File: config.mk
export PLATFORM = sky130hd
export DESIGN_NAME = adts_stream_deframer_flat
export DESIGN_NICKNAME = d
export VERILOG_FILES = /design/src/design/adts_pkg.sv /design/src/design/adts_req_if.sv /design/src/design/adts_rsp_if.sv /design/src/design/adts_front.sv /design/src/design/adts_queue.sv /design/src/design/adts_back.sv /design/src/design/adts_stream_deframer.sv /design/src/flat_wrapper.sv
export SDC_FILE = /design/constraint.sdc
export NUM_CORES = 1
export LEC_CHECK = 0
export BUFFER_PORTS_ARGS = -buffer_cell sky130_fd_sc_hd__buf_4
export CAP_MARGIN = 20
export CORE_MARGIN = 1
export CORE_UTILIZATION = 50
export CTS_BUF_LIST = sky130_fd_sc_hd__clkbuf_2 sky130_fd_sc_hd__clkbuf_4 sky130_fd_sc_hd__clkbuf_8
export DETAILED_ROUTE_END_ITERATION = 8
export PLACE_DENSITY = 0.67
export SKIP_LAST_GASP = 1
export SLEW_MARGIN = 10
export SYNTH_ARGS = -nofsm -noshare
export SYNTH_HDL_FRONTEND = slang
export SYNTH_SLANG_ARGS = --single-unit
File: constraint.sdc
create_clock -name clock -period 8.9 [get_ports clock]
set_input_delay 1.78 -clock clock [delete_from_list [all_inputs] [get_ports clock]]
set_output_delay 1.78 -clock clock [all_outputs]
set_load 0.01 [all_outputs]
File: src/design/adts_pkg.sv
`timescale 1ns / 1ps
package adts_pkg;

   localparam int BYTE_WIDTH      = 8;
   localparam int OUT_TIME_WIDTH  = 48;
   localparam int HPOS_WIDTH      = 4;
   localparam int HDR_BYTES       = 9;
   localparam int TAG_LEN_WIDTH   = 28;
   localparam int FRAME_LEN_WIDTH = 13;
   localparam int RATE_WIDTH      = 4;
   localparam int DUR_WIDTH       = 17;
   localparam int RATE_COUNT      = 12;

   localparam int QUEUE_DEPTH       = 2;
   localparam int QUEUE_PTR_WIDTH   = 1;
   localparam int QUEUE_COUNT_WIDTH = 2;

   localparam logic [7:0] SYNC_BYTE     = 8'hFF;
   localparam logic [7:0] SYNC2_MASK    = 8'hF6;
   localparam logic [7:0] SYNC2_VALUE   = 8'hF0;
   localparam logic [7:0] ID3_I         = 8'h49;
   localparam logic [7:0] ID3_D         = 8'h44;
   localparam logic [7:0] ID3_3         = 8'h33;

   localparam logic [HPOS_WIDTH-1:0] HPOS_SYNC1   = 4'd0;
   localparam logic [HPOS_WIDTH-1:0] HPOS_SYNC2   = 4'd1;
   localparam logic [HPOS_WIDTH-1:0] HPOS_RATE    = 4'd2;
   localparam logic [HPOS_WIDTH-1:0] HPOS_CHAN    = 4'd3;
   localparam logic [HPOS_WIDTH-1:0] HPOS_LEN_MID = 4'd4;
   localparam logic [HPOS_WIDTH-1:0] HPOS_LEN_LO  = 4'd5;
   localparam logic [HPOS_WIDTH-1:0] HPOS_TAG_B0  = 4'd6;
   localparam logic [HPOS_WIDTH-1:0] HPOS_TAG_B1  = 4'd7;
   localparam logic [HPOS_WIDTH-1:0] HPOS_TAG_B2  = 4'd8;
   localparam logic [HPOS_WIDTH-1:0] HPOS_TAG_END = 4'd9;
   localparam logic [HPOS_WIDTH-1:0] HDR_SIZE_PLAIN = 4'd7;
   localparam logic [HPOS_WIDTH-1:0] HDR_SIZE_CRC   = 4'd9;

   typedef enum logic [2:0] {
      PH_EXPECT,
      PH_TAG_HDR,
      PH_TAG_SKIP,
      PH_HDR,
      PH_PAYLOAD
   } phase_type;

   typedef struct packed {
      logic [BYTE_WIDTH-1:0] stream_byte;
      logic                  stream_start;
   } req_item_type;

   typedef struct packed {
      logic [BYTE_WIDTH-1:0]     payload_byte;
      logic                      first_of_frame;
      logic                      last_of_frame;
      logic [OUT_TIME_WIDTH-1:0] frame_time_us;
      logic [1:0]                profile;
      logic [RATE_WIDTH-1:0]     rate_index;
      logic [2:0]                channel_config;
      logic                      status;
   } rsp_item_type;

   // ceil(1024 * 1000000 / rate) in microseconds
   function automatic logic [DUR_WIDTH-1:0] frame_duration(input logic [RATE_WIDTH-1:0] idx);
      logic [DUR_WIDTH-1:0] dur;
      unique case (idx)
         4'd0:    dur = 17'd10667;
         4'd1:    dur = 17'd11610;
         4'd2:    dur = 17'd16000;
         4'd3:    dur = 17'd21334;
         4'd4:    dur = 17'd23220;
         4'd5:    dur = 17'd32000;
         4'd6:    dur = 17'd42667;
         4'd7:    dur = 17'd46440;
         4'd8:    dur = 17'd64000;
         4'd9:    dur = 17'd85334;
         4'd10:   dur = 17'd92880;
         4'd11:   dur = 17'd128000;
         default: dur = '0;
      endcase
      return dur;
   endfunction

   function automatic logic [HPOS_WIDTH-1:0] head_size(input logic crc);
      return crc ? HDR_SIZE_CRC : HDR_SIZE_PLAIN;
   endfunction

endpackage

File: src/design/adts_req_if.sv
`timescale 1ns / 1ps
interface adts_req_if import adts_pkg::*; ();
   logic         valid;
   logic         ready;
   req_item_type item;

   modport source (output valid, output item, input ready);
   modport sink   (input valid, input item, output ready);
endinterface

File: src/design/adts_rsp_if.sv
`timescale 1ns / 1ps
interface adts_rsp_if import adts_pkg::*; ();
   logic         valid;
   logic         ready;
   rsp_item_type item;

   modport source (output valid, output item, input ready);
   modport sink   (input valid, input item, output ready);
endinterface

File: src/design/adts_front.sv
`timescale 1ns / 1ps
module adts_front import adts_pkg::*; #(
   parameter int TIME_WIDTH = 48
) (
   input logic        clock,
   input logic        reset,
   adts_req_if.sink   req_ch,
   adts_rsp_if.source res_ch
);

   phase_type                  phase_ff, phase_in, cur_phase;
   logic [HPOS_WIDTH-1:0]      hpos_ff, hpos_in, cur_hpos;
   logic [TAG_LEN_WIDTH-1:0]   tag_left_ff, tag_left_in, cur_tag_left;
   logic [FRAME_LEN_WIDTH-1:0] left_ff, left_in, cur_left;
   logic                       crc_ff, crc_in, cur_crc;
   logic [RATE_WIDTH-1:0]      rate_ff, rate_in, cur_rate;
   logic                       locked_ff, locked_in, cur_locked;
   logic [TIME_WIDTH-1:0]      time_ff, time_in, cur_time;
   logic                       halted_ff, halted_in, cur_halted;
   logic                       first_ff, first_in, cur_first;
   logic [BYTE_WIDTH-1:0]      hdr_ff [HDR_BYTES];

   logic                       accept;
   logic                       start;
   logic [BYTE_WIDTH-1:0]      b;
   logic [FRAME_LEN_WIDTH-1:0] frame_len;
   logic [HPOS_WIDTH-1:0]      hsize_now;
   logic [RATE_WIDTH-1:0]      new_rate;
   logic                       err;
   logic                       emit;
   logic                       hdr_we;
   logic [HPOS_WIDTH-1:0]      hdr_idx;
   rsp_item_type               item;

   assign req_ch.ready = res_ch.ready;
   assign accept       = req_ch.valid && req_ch.ready;
   assign start        = req_ch.item.stream_start;
   assign b            = req_ch.item.stream_byte;

   // a stream start clears all state but the stored header bytes before this byte is looked at
   assign cur_phase    = start ? PH_EXPECT : phase_ff;
   assign cur_hpos     = start ? '0 : hpos_ff;
   assign cur_tag_left = start ? '0 : tag_left_ff;
   assign cur_left     = start ? '0 : left_ff;
   assign cur_crc      = start ? 1'b0 : crc_ff;
   assign cur_rate     = start ? '0 : rate_ff;
   assign cur_locked   = start ? 1'b0 : locked_ff;
   assign cur_time     = start ? '0 : time_ff;
   assign cur_halted   = start ? 1'b0 : halted_ff;
   assign cur_first    = start ? 1'b0 : first_ff;

   assign frame_len = {hdr_ff[HPOS_CHAN][1:0], hdr_ff[HPOS_LEN_MID], b[7:5]};
   assign hsize_now = head_size(cur_crc);
   assign new_rate  = b[5:2];

   // classify
   always_comb begin
      err  = 1'b0;
      emit = 1'b0;
      if (!cur_halted) begin
         unique case (cur_phase)
            PH_EXPECT: err = (b != ID3_I) && (b != SYNC_BYTE);
            PH_TAG_HDR: err = (cur_hpos == HPOS_SYNC2 && b != ID3_D) ||
                              (cur_hpos == HPOS_RATE && b != ID3_3);
            PH_TAG_SKIP: err = 1'b0;
            PH_HDR: err = (cur_hpos == HPOS_SYNC1 && b != SYNC_BYTE) ||
                          (cur_hpos == HPOS_SYNC2 && (b & SYNC2_MASK) != SYNC2_VALUE) ||
                          (cur_hpos == HPOS_RATE && !cur_locked &&
                           new_rate >= RATE_WIDTH'(RATE_COUNT)) ||
                          (cur_hpos == HPOS_LEN_LO && frame_len < FRAME_LEN_WIDTH'(hsize_now));
            PH_PAYLOAD: emit = 1'b1;
            default: err = 1'b0;
         endcase
      end
   end

   // next state
   always_comb begin
      phase_in    = cur_phase;
      hpos_in     = cur_hpos;
      tag_left_in = cur_tag_left;
      left_in     = cur_left;
      crc_in      = cur_crc;
      rate_in     = cur_rate;
      locked_in   = cur_locked;
      time_in     = cur_time;
      halted_in   = cur_halted;
      first_in    = cur_first;
      hdr_we      = 1'b0;
      hdr_idx     = cur_hpos;
      if (err) begin
         halted_in = 1'b1;
      end else if (!cur_halted) begin
         unique case (cur_phase)
            PH_EXPECT: begin
               hdr_we  = 1'b1;
               hdr_idx = HPOS_SYNC1;
               hpos_in = HPOS_SYNC2;
               phase_in = (b == ID3_I) ? PH_TAG_HDR : PH_HDR;
            end
            PH_TAG_HDR: begin
               if (cur_hpos < HPOS_TAG_END) begin
                  hdr_we  = 1'b1;
                  hpos_in = cur_hpos + 1'b1;
               end else begin
                  tag_left_in = {hdr_ff[HPOS_TAG_B0][6:0], hdr_ff[HPOS_TAG_B1][6:0],
                                 hdr_ff[HPOS_TAG_B2][6:0], b[6:0]};
                  hpos_in     = '0;
                  phase_in    = (tag_left_in != '0) ? PH_TAG_SKIP : PH_EXPECT;
               end
            end
            PH_TAG_SKIP: begin
               tag_left_in = cur_tag_left - 1'b1;
               if (cur_tag_left == TAG_LEN_WIDTH'(1)) begin
                  phase_in = PH_EXPECT;
               end
            end
            PH_HDR: begin
               hdr_we = 1'b1;
               if (cur_hpos == HPOS_SYNC2) begin
                  crc_in = ~b[0];
               end
               if (cur_hpos == HPOS_RATE && !cur_locked) begin
                  rate_in   = new_rate;
                  locked_in = 1'b1;
               end
               if (cur_hpos == HPOS_LEN_LO) begin
                  left_in = frame_len - FRAME_LEN_WIDTH'(hsize_now);
               end
               if (cur_hpos + 1'b1 < head_size(crc_in)) begin
                  hpos_in = cur_hpos + 1'b1;
               end else begin
                  hpos_in = '0;
                  if (left_in == '0) begin
                     time_in = cur_time + TIME_WIDTH'(frame_duration(cur_rate));
                  end else begin
                     phase_in = PH_PAYLOAD;
                     first_in = 1'b1;
                  end
               end
            end
            PH_PAYLOAD: begin
               first_in = 1'b0;
               left_in  = cur_left - 1'b1;
               if (cur_left == FRAME_LEN_WIDTH'(1)) begin
                  time_in  = cur_time + TIME_WIDTH'(frame_duration(cur_rate));
                  phase_in = PH_HDR;
                  hpos_in  = '0;
               end
            end
            default: begin
               phase_in = PH_EXPECT;
               hpos_in  = '0;
            end
         endcase
      end
   end

   // outputs
   always_comb begin
      item = '0;
      item.frame_time_us = OUT_TIME_WIDTH'(cur_time);
      item.rate_index    = cur_rate;
      if (err) begin
         item.status = 1'b1;
      end else begin
         item.payload_byte   = b;
         item.first_of_frame = cur_first;
         item.last_of_frame  = (cur_left <= FRAME_LEN_WIDTH'(1));
         item.profile        = hdr_ff[HPOS_RATE][7:6];
         item.channel_config = {hdr_ff[HPOS_RATE][0], hdr_ff[HPOS_CHAN][7:6]};
      end
   end

   assign res_ch.valid = accept && (err || emit);
   assign res_ch.item  = item;

   always_ff @(posedge clock) begin
      if (reset) begin
         phase_ff    <= PH_EXPECT;
         hpos_ff     <= '0;
         tag_left_ff <= '0;
         left_ff     <= '0;
         crc_ff      <= 1'b0;
         rate_ff     <= '0;
         locked_ff   <= 1'b0;
         time_ff     <= '0;
         halted_ff   <= 1'b0;
         first_ff    <= 1'b0;
      end else if (accept) begin
         phase_ff    <= phase_in;
         hpos_ff     <= hpos_in;
         tag_left_ff <= tag_left_in;
         left_ff     <= left_in;
         crc_ff      <= crc_in;
         rate_ff     <= rate_in;
         locked_ff   <= locked_in;
         time_ff     <= time_in;
         halted_ff   <= halted_in;
         first_ff    <= first_in;
      end
   end

   always_ff @(posedge clock) begin
      if (accept && hdr_we && !err) begin
         hdr_ff[hdr_idx] <= b;
      end
   end

endmodule

File: src/design/adts_queue.sv
`timescale 1ns / 1ps
module adts_queue import adts_pkg::*; (
   input logic        clock,
   input logic        reset,
   adts_rsp_if.sink   in_ch,
   adts_rsp_if.source out_ch
);

   rsp_item_type                 slot_ff [QUEUE_DEPTH];
   logic [QUEUE_PTR_WIDTH-1:0]   wr_ptr_ff, wr_ptr_in;
   logic [QUEUE_PTR_WIDTH-1:0]   rd_ptr_ff, rd_ptr_in;
   logic [QUEUE_COUNT_WIDTH-1:0] count_ff, count_in;
   logic                         push;
   logic                         pop;

   assign in_ch.ready  = (count_ff != QUEUE_COUNT_WIDTH'(QUEUE_DEPTH));
   assign out_ch.valid = (count_ff != '0);
   assign out_ch.item  = slot_ff[rd_ptr_ff];

   assign push = in_ch.valid && in_ch.ready;
   assign pop  = out_ch.valid && out_ch.ready;

   always_comb begin
      wr_ptr_in = push ? wr_ptr_ff + 1'b1 : wr_ptr_ff;
      rd_ptr_in = pop ? rd_ptr_ff + 1'b1 : rd_ptr_ff;
      unique case ({push, pop})
         2'b10:   count_in = count_ff + 1'b1;
         2'b01:   count_in = count_ff - 1'b1;
         default: count_in = count_ff;
      endcase
   end

   always_ff @(posedge clock) begin
      if (reset) begin
         wr_ptr_ff <= '0;
         rd_ptr_ff <= '0;
         count_ff  <= '0;
      end else begin
         wr_ptr_ff <= wr_ptr_in;
         rd_ptr_ff <= rd_ptr_in;
         count_ff  <= count_in;
      end
   end

   always_ff @(posedge clock) begin
      if (push) begin
         slot_ff[wr_ptr_ff] <= in_ch.item;
      end
   end

endmodule

File: src/design/adts_back.sv
`timescale 1ns / 1ps
module adts_back import adts_pkg::*; (
   input logic        clock,
   input logic        reset,
   adts_rsp_if.sink   in_ch,
   adts_rsp_if.source out_ch
);

   logic         valid_ff, valid_in;
   rsp_item_type item_ff;
   logic         load;

   assign in_ch.ready  = !valid_ff || out_ch.ready;
   assign load         = in_ch.valid && in_ch.ready;
   assign out_ch.valid = valid_ff;
   assign out_ch.item  = item_ff;

   always_comb begin
      priority if (load) begin
         valid_in = 1'b1;
      end else if (out_ch.ready) begin
         valid_in = 1'b0;
      end else begin
         valid_in = valid_ff;
      end
   end

   always_ff @(posedge clock) begin
      if (reset) begin
         valid_ff <= 1'b0;
      end else begin
         valid_ff <= valid_in;
      end
   end

   always_ff @(posedge clock) begin
      if (load) begin
         item_ff <= in_ch.item;
      end
   end

endmodule

File: src/design/adts_stream_deframer.sv
`timescale 1ns / 1ps
// ADTS stream deframer. Takes one stream byte per cycle on req_ch and returns each AAC payload
// byte on rsp_ch with frame marks, header fields and a microsecond frame time; leading ID3v2
// tags and ADTS headers give no result. A header error gives one result with status set, after
// which bytes are taken and dropped until one arrives with stream_start set. A byte is parsed in
// the cycle it is taken; its result passes a two-entry queue and then an output register before
// it appears on rsp_ch. Bytes keep flowing at one per cycle while results are being taken;
// req_ch.ready falls only once the queue is full.
module adts_stream_deframer import adts_pkg::*; #(
   parameter int TIME_WIDTH = 48
) (
   input logic        clock,
   input logic        reset,
   adts_req_if.sink   req_ch,
   adts_rsp_if.source rsp_ch
);

   adts_rsp_if front_q ();
   adts_rsp_if q_back ();

   adts_front #(
      .TIME_WIDTH(TIME_WIDTH)
   ) u_front (
      .clock (clock),
      .reset (reset),
      .req_ch(req_ch),
      .res_ch(front_q.source)
   );

   adts_queue u_queue (
      .clock (clock),
      .reset (reset),
      .in_ch (front_q.sink),
      .out_ch(q_back.source)
   );

   adts_back u_back (
      .clock (clock),
      .reset (reset),
      .in_ch (q_back.sink),
      .out_ch(rsp_ch)
   );

   a_push_taken: assert property (@(posedge clock) disable iff (reset)
      front_q.valid |-> front_q.ready)
      else $error("result pushed while queue full");

   a_halt_after_error: assert property (@(posedge clock) disable iff (reset)
      front_q.valid && front_q.item.status |=> !front_q.valid || req_ch.item.stream_start)
      else $error("result produced after header error without stream start");

   a_rate_valid: assert property (@(posedge clock) disable iff (reset)
      rsp_ch.valid && !rsp_ch.item.status |-> rsp_ch.item.rate_index < RATE_WIDTH'(RATE_COUNT))
      else $error("payload item with unlocked rate index");

endmodule
File: src/flat_wrapper.sv
// flat-port wrapper written by rule: the top's interface ports become plain ports
module adts_stream_deframer_flat import adts_pkg::*;
#(
   parameter int TIME_WIDTH = 48
)
  (clock, reset, req_ch_valid, req_ch_item, req_ch_ready, rsp_ch_valid, rsp_ch_item, rsp_ch_ready);
  adts_req_if req_ch_i ();
  adts_rsp_if rsp_ch_i ();
  input logic clock;
  input logic reset;
  input wire logic [$bits(req_ch_i.valid)-1:0] req_ch_valid;
  input wire logic [$bits(req_ch_i.item)-1:0] req_ch_item;
  output wire logic [$bits(req_ch_i.ready)-1:0] req_ch_ready;
  output wire logic [$bits(rsp_ch_i.valid)-1:0] rsp_ch_valid;
  output wire logic [$bits(rsp_ch_i.item)-1:0] rsp_ch_item;
  input wire logic [$bits(rsp_ch_i.ready)-1:0] rsp_ch_ready;
  assign req_ch_i.valid = req_ch_valid;
  assign req_ch_i.item = req_ch_item;
  assign req_ch_ready = req_ch_i.ready;
  assign rsp_ch_valid = rsp_ch_i.valid;
  assign rsp_ch_item = rsp_ch_i.item;
  assign rsp_ch_i.ready = rsp_ch_ready;
  adts_stream_deframer #(.TIME_WIDTH(TIME_WIDTH)) u_core (.clock(clock), .reset(reset), .req_ch(req_ch_i), .rsp_ch(rsp_ch_i));
endmodule
==> qor.txt, run 1 <==
post-synth top area share - 0.410
total grt overflow - 0
core area - 34,500 um^2
# DRC - 0
status - finished, final reports clean
Lkg Pwr - 6.94 nW
Worst-path clk slew - 0.06 ns
crit start category - primary input
Bufs on Longest Clock Path - 3
Max Cap Viol - 0
final hold violation count - 0
Die Span Y - 190 um
Final Cycle Share - 0.685
clock latency on the worst-skew pair - 0.59 ns
RR Startpoint - u_core.u_front.crc_ff$_SDFFE_PP0P_
root buf cell - clkbuf_8
final wirelength - 45,500 um
fin nets - 1,809
number of buffers created by CTS - 56
Avg Inst Size Synth - 10.4 um^2
Initial Util - 0.509
Synth cell types - 84
Final min period - 6.09 ns
RSZ-0062 raised after global routing - false
Area Growth Syn to Fin - 13.0%
critical path data arrival time - 6.30 ns
PD cells - 226 nW/um^2
Port Buffers - 82
Pins Over Slew Limit - 0
Post-Synthesis Cells - 1,688
Post CTS Setup Buffer Count - 0
Diodes inserted - 0
WL/cell - 20.1 um
Initial DRC Count - 1,329
dpl ws - 2.20 ns
post-CTS sizing - 0
setup TNS - 0 ns
Top Ports - 83
initial antenna violation count - 0
Worst Hold Launch - u_core.u_front.locked_ff$_SDFFE_PP0P_
Die Area - 35,900 um^2
Reg2Reg Setup Slack - 3.92 ns
CP delay by family, top - simple AND/OR/NAND/NOR gates
fmax - 164 MHz
DR vias/cell - 6.15
share of cells above drive strength 1 - 0.171
WS Path Type - primary input to flip-flop
Required @ worst endpoint - 9.11 ns
Mapped Area - 17,600 um^2
Mapped Nets - 1,741
Setup Skew - 0.0320 ns
Tot Pwr - 4.50 mW
largest net degree at the start of global routing - 64
most frequent CP cell - buf_4
crit-path cells - buf_4, nor2b_1, inv_2, ha_1, nor4_1, nand3b_1, nor4_1, o21ai_1, nand2_1, o21ai_0, buf_4, nor2_4, buf_4
top post-synthesis cells by area - edfxtp_1 (41%), dfxtp_1 (12%), mux2_2 (4.4%)
count leader, synth - edfxtp_1
worst hold path type - flip-flop to flip-flop
FILL cells - 2,994
clk sinks - 349
final core utilization - 0.576
slowest cell delay on critical path - 0.71 ns
slew at the pin closest to its max-slew limit - 1.10 ns
register area share after synthesis - 0.534
area leader, netlist - edfxtp_1
placed cell area - 18,600 um^2
Vias - 13,900
GPL Wtd Cong - 0.925
final worst slack - 2.81 ns
Rel. slew slack - 0.262
CP Max Fanout - 37
H-Tree Depth - 2
Commonest cells post-synth - edfxtp_1 (240), nor2_1 (152), nand2_1 (149), dfxtp_1 (109), o21ai_0 (105)
vias in the first global route - 13,100
crit path from - req_ch_item[0]
CP max-delay cell - nor2_4
main flop type after synthesis - edfxtp_1
Pre-antenna DRT Iters - 6
remaining antenna violation count - 0
hold buffers post-CTS - 0
first-pass GRT wire length - 71,900 um
multi-input logic area - 7710 um^2
hpwl dp - 30,300 um
GRT Overall Usage - 0.251
# rows - 68
Async SR Flop Fraction - 0
#FFs+latches synth - 349
Peak VDD IR - 0.171 mV
Synth Warn # - 0
post-route cell area - 19,900 um^2
number of synthesized flops with an enable pin - 240
Horiz. Die Dim - 190 um
sequential cell area - 9390 um^2
# setup viols final - 0
Worst Path Buf+Inv - 4
nature of the critical path endpoint - flip-flop
CTS tree - yes
==> cell families (layout without fill, tap and decap cells) <==
group           count (synthesis)  count (layout)  synth area share
flops                         349             349             0.534
simple gates                  593             593             0.170
fa+ha+maj                      40              40            0.0289
xor+xnor                       31              31            0.0154
compound gates                461             461             0.172
mux                            80              80            0.0504
buf+inv                       134             248            0.0298
==> sequential cells by signal, indices dropped and copies added (netlist names), 2 cells and up <==
| signal | cells |
|---|---|
| u_core.u_front.tag_left_ff | 28 |
| u_core.u_front.time_ff | 48 |
| u_core.u_front.phase_ff | 3 |
| u_core.u_front.left_ff | 13 |
| u_core.u_queue.count_ff | 2 |
| u_core.u_back.out_ch.item | 68 |
| u_core.u_front.hpos_ff | 4 |
| u_core.u_front.hdr_ff | 36 |
| u_core.u_front.rate_ff | 4 |
| u_core.u_queue.slot_ff | 136 |
==> worst reg2reg max path: stages (launching register included) <==
cell,delay [ns]
dfxtp_1,0.33
nor2b_1,0.42
inv_2,0.14
ha_1,0.30
nor4_1,0.43
nand3b_1,0.17
nor4_1,0.37
o21ai_1,0.22
nand2_1,0.44
o21ai_0,0.18
buf_4,0.21
nor2_4,0.71
buf_4,0.62
==> area by class of cell <==
| type | instances | share of cell area |
|---|---|---|
| multi-input cells | 1205 | 0.388 |
| repair buffers | 107 | 0.0403 |
| well taps | 455 | 0.0286 |
| flip-flops and latches | 349 | 0.472 |
| clock inverters | 25 | 0.0140 |
| clock buffers | 79 | 0.0503 |
| inverters | 37 | 0.00698 |
==> per-stage QoR <==
| step | hold WS (ns) | std cells |
|---|---|---|
| 6_report | 0.458 | 2257 |
| 5_1_grt | 0.480 | 2257 |
| 4_1_cts | 0.459 | 2255 |
| 3_5_place_dp | 0.446 | 2151 |
| 3_3_place_gp | 0.436 | 2151 |
| 2_1_floorplan | 0.427 | 1688 |
==> worst paths after layout <==
path                                                   to  cells past startpoint
setup / recovery  u_core.u_queue.slot_ff[1][60]$_DFFE_PP_                     13
hold / removal      u_core.u_front.locked_ff$_SDFFE_PP0P_                      2
setup reg to reg  u_core.u_queue.slot_ff[1][60]$_DFFE_PP_                     12
hold reg to reg     u_core.u_front.locked_ff$_SDFFE_PP0P_                      2
==> cells in the final DEF (no fill, tap or decap), types with 9 or more instances in the layout <==
cell and n:
a21o_1 12, ha_1 39, o31ai_1 18, nand4_1 15
clkinv_2 12, a21oi_1 97, o21a_1 13, a31oi_1 29
a22oi_1 42, o211ai_1 14, mux2_2 69, a22o_1 13
o32ai_1 9, nor2_1 150, or4_1 9, o22ai_1 22
nand3b_1 9, xor2_1 9, nor4_1 19, inv_1 36
nand2b_1 9, buf_4 106, mux2i_1 11, clkbuf_4 14
clkbuf_8 65, xnor2_1 22, or3_1 16, nor2b_1 70
nand2_1 149, o21ai_0 103, nor3b_1 9, dfxtp_1 108
nor3_1 49, nand3_1 39, edfxtp_1 240
==> where the power goes <==
part | switching [mW] | internal, mW
registers | 0.0796 | 2.07
clock network | 0.631 | 0.903
logic | 0.481 | 0.337
total | 1.19 | 3.31
==> metal layers <==
metal | track usage | up-vias | wire [um]
li1 | - | 6542 | -
met1 | 0.351 | 6686 | 20100
met2 | 0.397 | 556 | 21000
met3 | 0.0404 | 95 | 3080
met4 | 0.0872 | 0 | 1280
met5 | 0 | - | 0
Note: power is estimated with default switching activity, not from simulation.
==> inputs of run 2 (changes only) <==
==> constraint.sdc (replaced) <==
create_clock -name clock -period 6 [get_ports clock]
set_input_delay 1.2 -clock clock [delete_from_list [all_inputs] [get_ports clock]]
set_output_delay 1.2 -clock clock [all_outputs]
set_load 0.01 [all_outputs]
==> qor.txt, run 2 (synthesis results as in run 1) <==
WS Path Type - primary input to flip-flop
hold buffers post-CTS - 0 (unchanged)
fin nets - 1,819 (+0.55%)
Vias - 14,200 (+2.1%)
Die Area - 35,900 um^2 (unchanged)
GPL Wtd Cong - 0.918 (-0.68%)
Horiz. Die Dim - 190 um (unchanged)
critical path data arrival time - 5.55 ns (-0.75 ns)
WL/cell - 20.4 um (+1.3%)
largest net degree at the start of global routing - 91 (+42%)
Initial DRC Count - 1,453 (+9.3%)
hold slack - 0.458 ns (-0.000195 ns)
Setup Skew - 0.0480 ns (+0.0161 ns)
slowest cell delay on critical path - 0.41 ns (-0.30 ns)
core area - 34,500 um^2 (unchanged)
total grt overflow - 0 (unchanged)
# setup viols final - 0 (unchanged)
Top Ports - 83 (unchanged)
PD cells - 329 nW/um^2 (+45%)
post-CTS sizing - 0 (unchanged)
Worst Path Buf+Inv - 4 (unchanged)
Rel. slew slack - 0.287 (+0.0245)
Max Cap Viol - 0 (unchanged)
first-pass GRT wire length - 72,800 um (+1.2%)
nature of the critical path endpoint - flip-flop
Peak VDD IR - 0.270 mV (+58%)
Area Growth Syn to Fin - 13.0% (about the same)
Final Cycle Share - 0.839
crit-path cells - buf_4, inv_1, nand2_1, inv_1, ha_1, nand2_1, a21oi_1, ha_1, inv_1, fa_1, nor2b_1, o211ai_1, a31o_2, o21ai_0, nand3_1, nor3_1, nand2_1, o31ai_1, o31ai_1, a211oi_1
Worst-path clk slew - 0.06 ns (about the same)
clock latency on the worst-skew pair - 0.65 ns (+0.06 ns)
share of cells above drive strength 1 - 0.172 (+0.000519)
RSZ-0062 raised after global routing - false
initial antenna violation count - 0 (unchanged)
setup TNS - 0 ns (unchanged)
CP delay by family, top - compound AO/OA/AOI/OAI gates
H-Tree Depth - 2 (unchanged)
worst hold path type - flip-flop to flip-flop
Pins Over Slew Limit - 0 (unchanged)
CP Max Fanout - 10 (-73%)
Diodes inserted - 0 (unchanged)
final hold violation count - 0 (unchanged)
Pre-antenna DRT Iters - 6 (unchanged)
Initial Util - 0.509 (unchanged)
# DRC - 0 (unchanged)
CTS tree - yes
Required @ worst endpoint - 6.52 ns (-2.59 ns)
status - finished, final reports clean
slew at the pin closest to its max-slew limit - 1.07 ns (-0.0316 ns)
DR vias/cell - 6.24 (+1.5%)
# rows - 68 (unchanged)
number of buffers created by CTS - 57 (+1.8%)
GRT Overall Usage - 0.255 (+0.00412)
Die Span Y - 190 um (unchanged)
most frequent cells in the layout - edfxtp_1 (240), nor2_1 (150), nand2_1 (149)
Final min period - 5.04 ns
remaining antenna violation count - 0 (unchanged)
Biggest register - u_core.u_queue.slot_ff
hpwl dp - 30,600 um (+1.2%)
Lkg Pwr - 6.93 nW (-0.16%)
Post CTS Setup Buffer Count - 0 (unchanged)
fmax - 199 MHz
Largest register FFs - 136 (unchanged)
final wirelength - 46,300 um (+1.8%)
final core utilization - 0.575 (about the same)
FILL cells - 2,996 (+0.067%)
clk sinks - 349 (unchanged)
vias in the first global route - 13,600 (+3.7%)
Bufs on Longest Clock Path - 3 (unchanged)
commonest non-fill, non-tap cell in the layout - edfxtp_1
CP max-delay cell - fa_1
Tot Pwr - 6.54 mW (+45%)
Port Buffers - 82 (unchanged)
root buf cell - clkbuf_8
crit start category - primary input
==> run 2: cell count changes in the layout (fill, tap and decap cells not counted), sizes merged <==
cell,before,now
bufinv,6,3
buf,106,116
clkinvlp,0,2
clkinv,18,21
==> run 2: where the power goes <==
part	internal (mW)	switching, mW	leakage [nW]	total [mW]
clock	1.18	0.952	0.619	2.13
sequential	3.06	0.114	3.16	3.18
combinational	0.502	0.727	3.16	1.23
total	4.74	1.79	6.93	6.54
==> run 2: stage by stage <==
step	std cells	setup WS (ns)	area, um^2
after floorplan	1688	-0.408	17600
after global placement	2162	0.567	18700
after detailed placement	2162	0.393	18700
after CTS	2269	1.03	19900
after global routing	2269	0.538	19900
final	2269	0.965	19900
==> run 2: tightest hold or removal path, stage by stage (launching register included) <==
cell	delay, ns
dfxtp_1	0.30
nand3_1	0.06
a21oi_1	0.05
==> run 2: metal layers <==
| metal | global-route usage | vias up | routed length (um) |
|---|---|---|---|
| li1 | - | 6542 | - |
| met1 | 0.342 | 6942 | 19800 |
| met2 | 0.422 | 582 | 22200 |
| met3 | 0.0413 | 99 | 3270 |
| met4 | 0.0844 | 0 | 1010 |
| met5 | 0 | - | 0 |
==> run 2: layout make-up <==
class,instances,area (um^2),area share
sequential,349,9390,0.473
multi-input combinational,1205,7710,0.388
clock buffer,80,976,0.0491
timing repair buffer,116,883,0.0445
tap,455,569,0.0286
clock inverter,27,203,0.0102
inverter,37,139,0.00699
==> run 2: path summary, 6_finish.rpt <==
kind	slack (ns)	cells after the start	start	to
worst max-delay path	0.96	20	req_ch_item[0]	u_core.u_front.time_ff[38]$_SDFFE_PP0P_
worst min-delay path	0.46	2	u_core.u_front.time_ff[4]$_SDFFE_PP0P_	u_core.u_front.time_ff[4]$_SDFFE_PP0P_
worst max register to register	1.30	18	u_core.u_front.hpos_ff[0]$_SDFFE_PP0P_	u_core.u_front.time_ff[6]$_SDFFE_PP0P_
worst min register to register	0.46	2	u_core.u_front.time_ff[4]$_SDFFE_PP0P_	u_core.u_front.time_ff[4]$_SDFFE_PP0P_
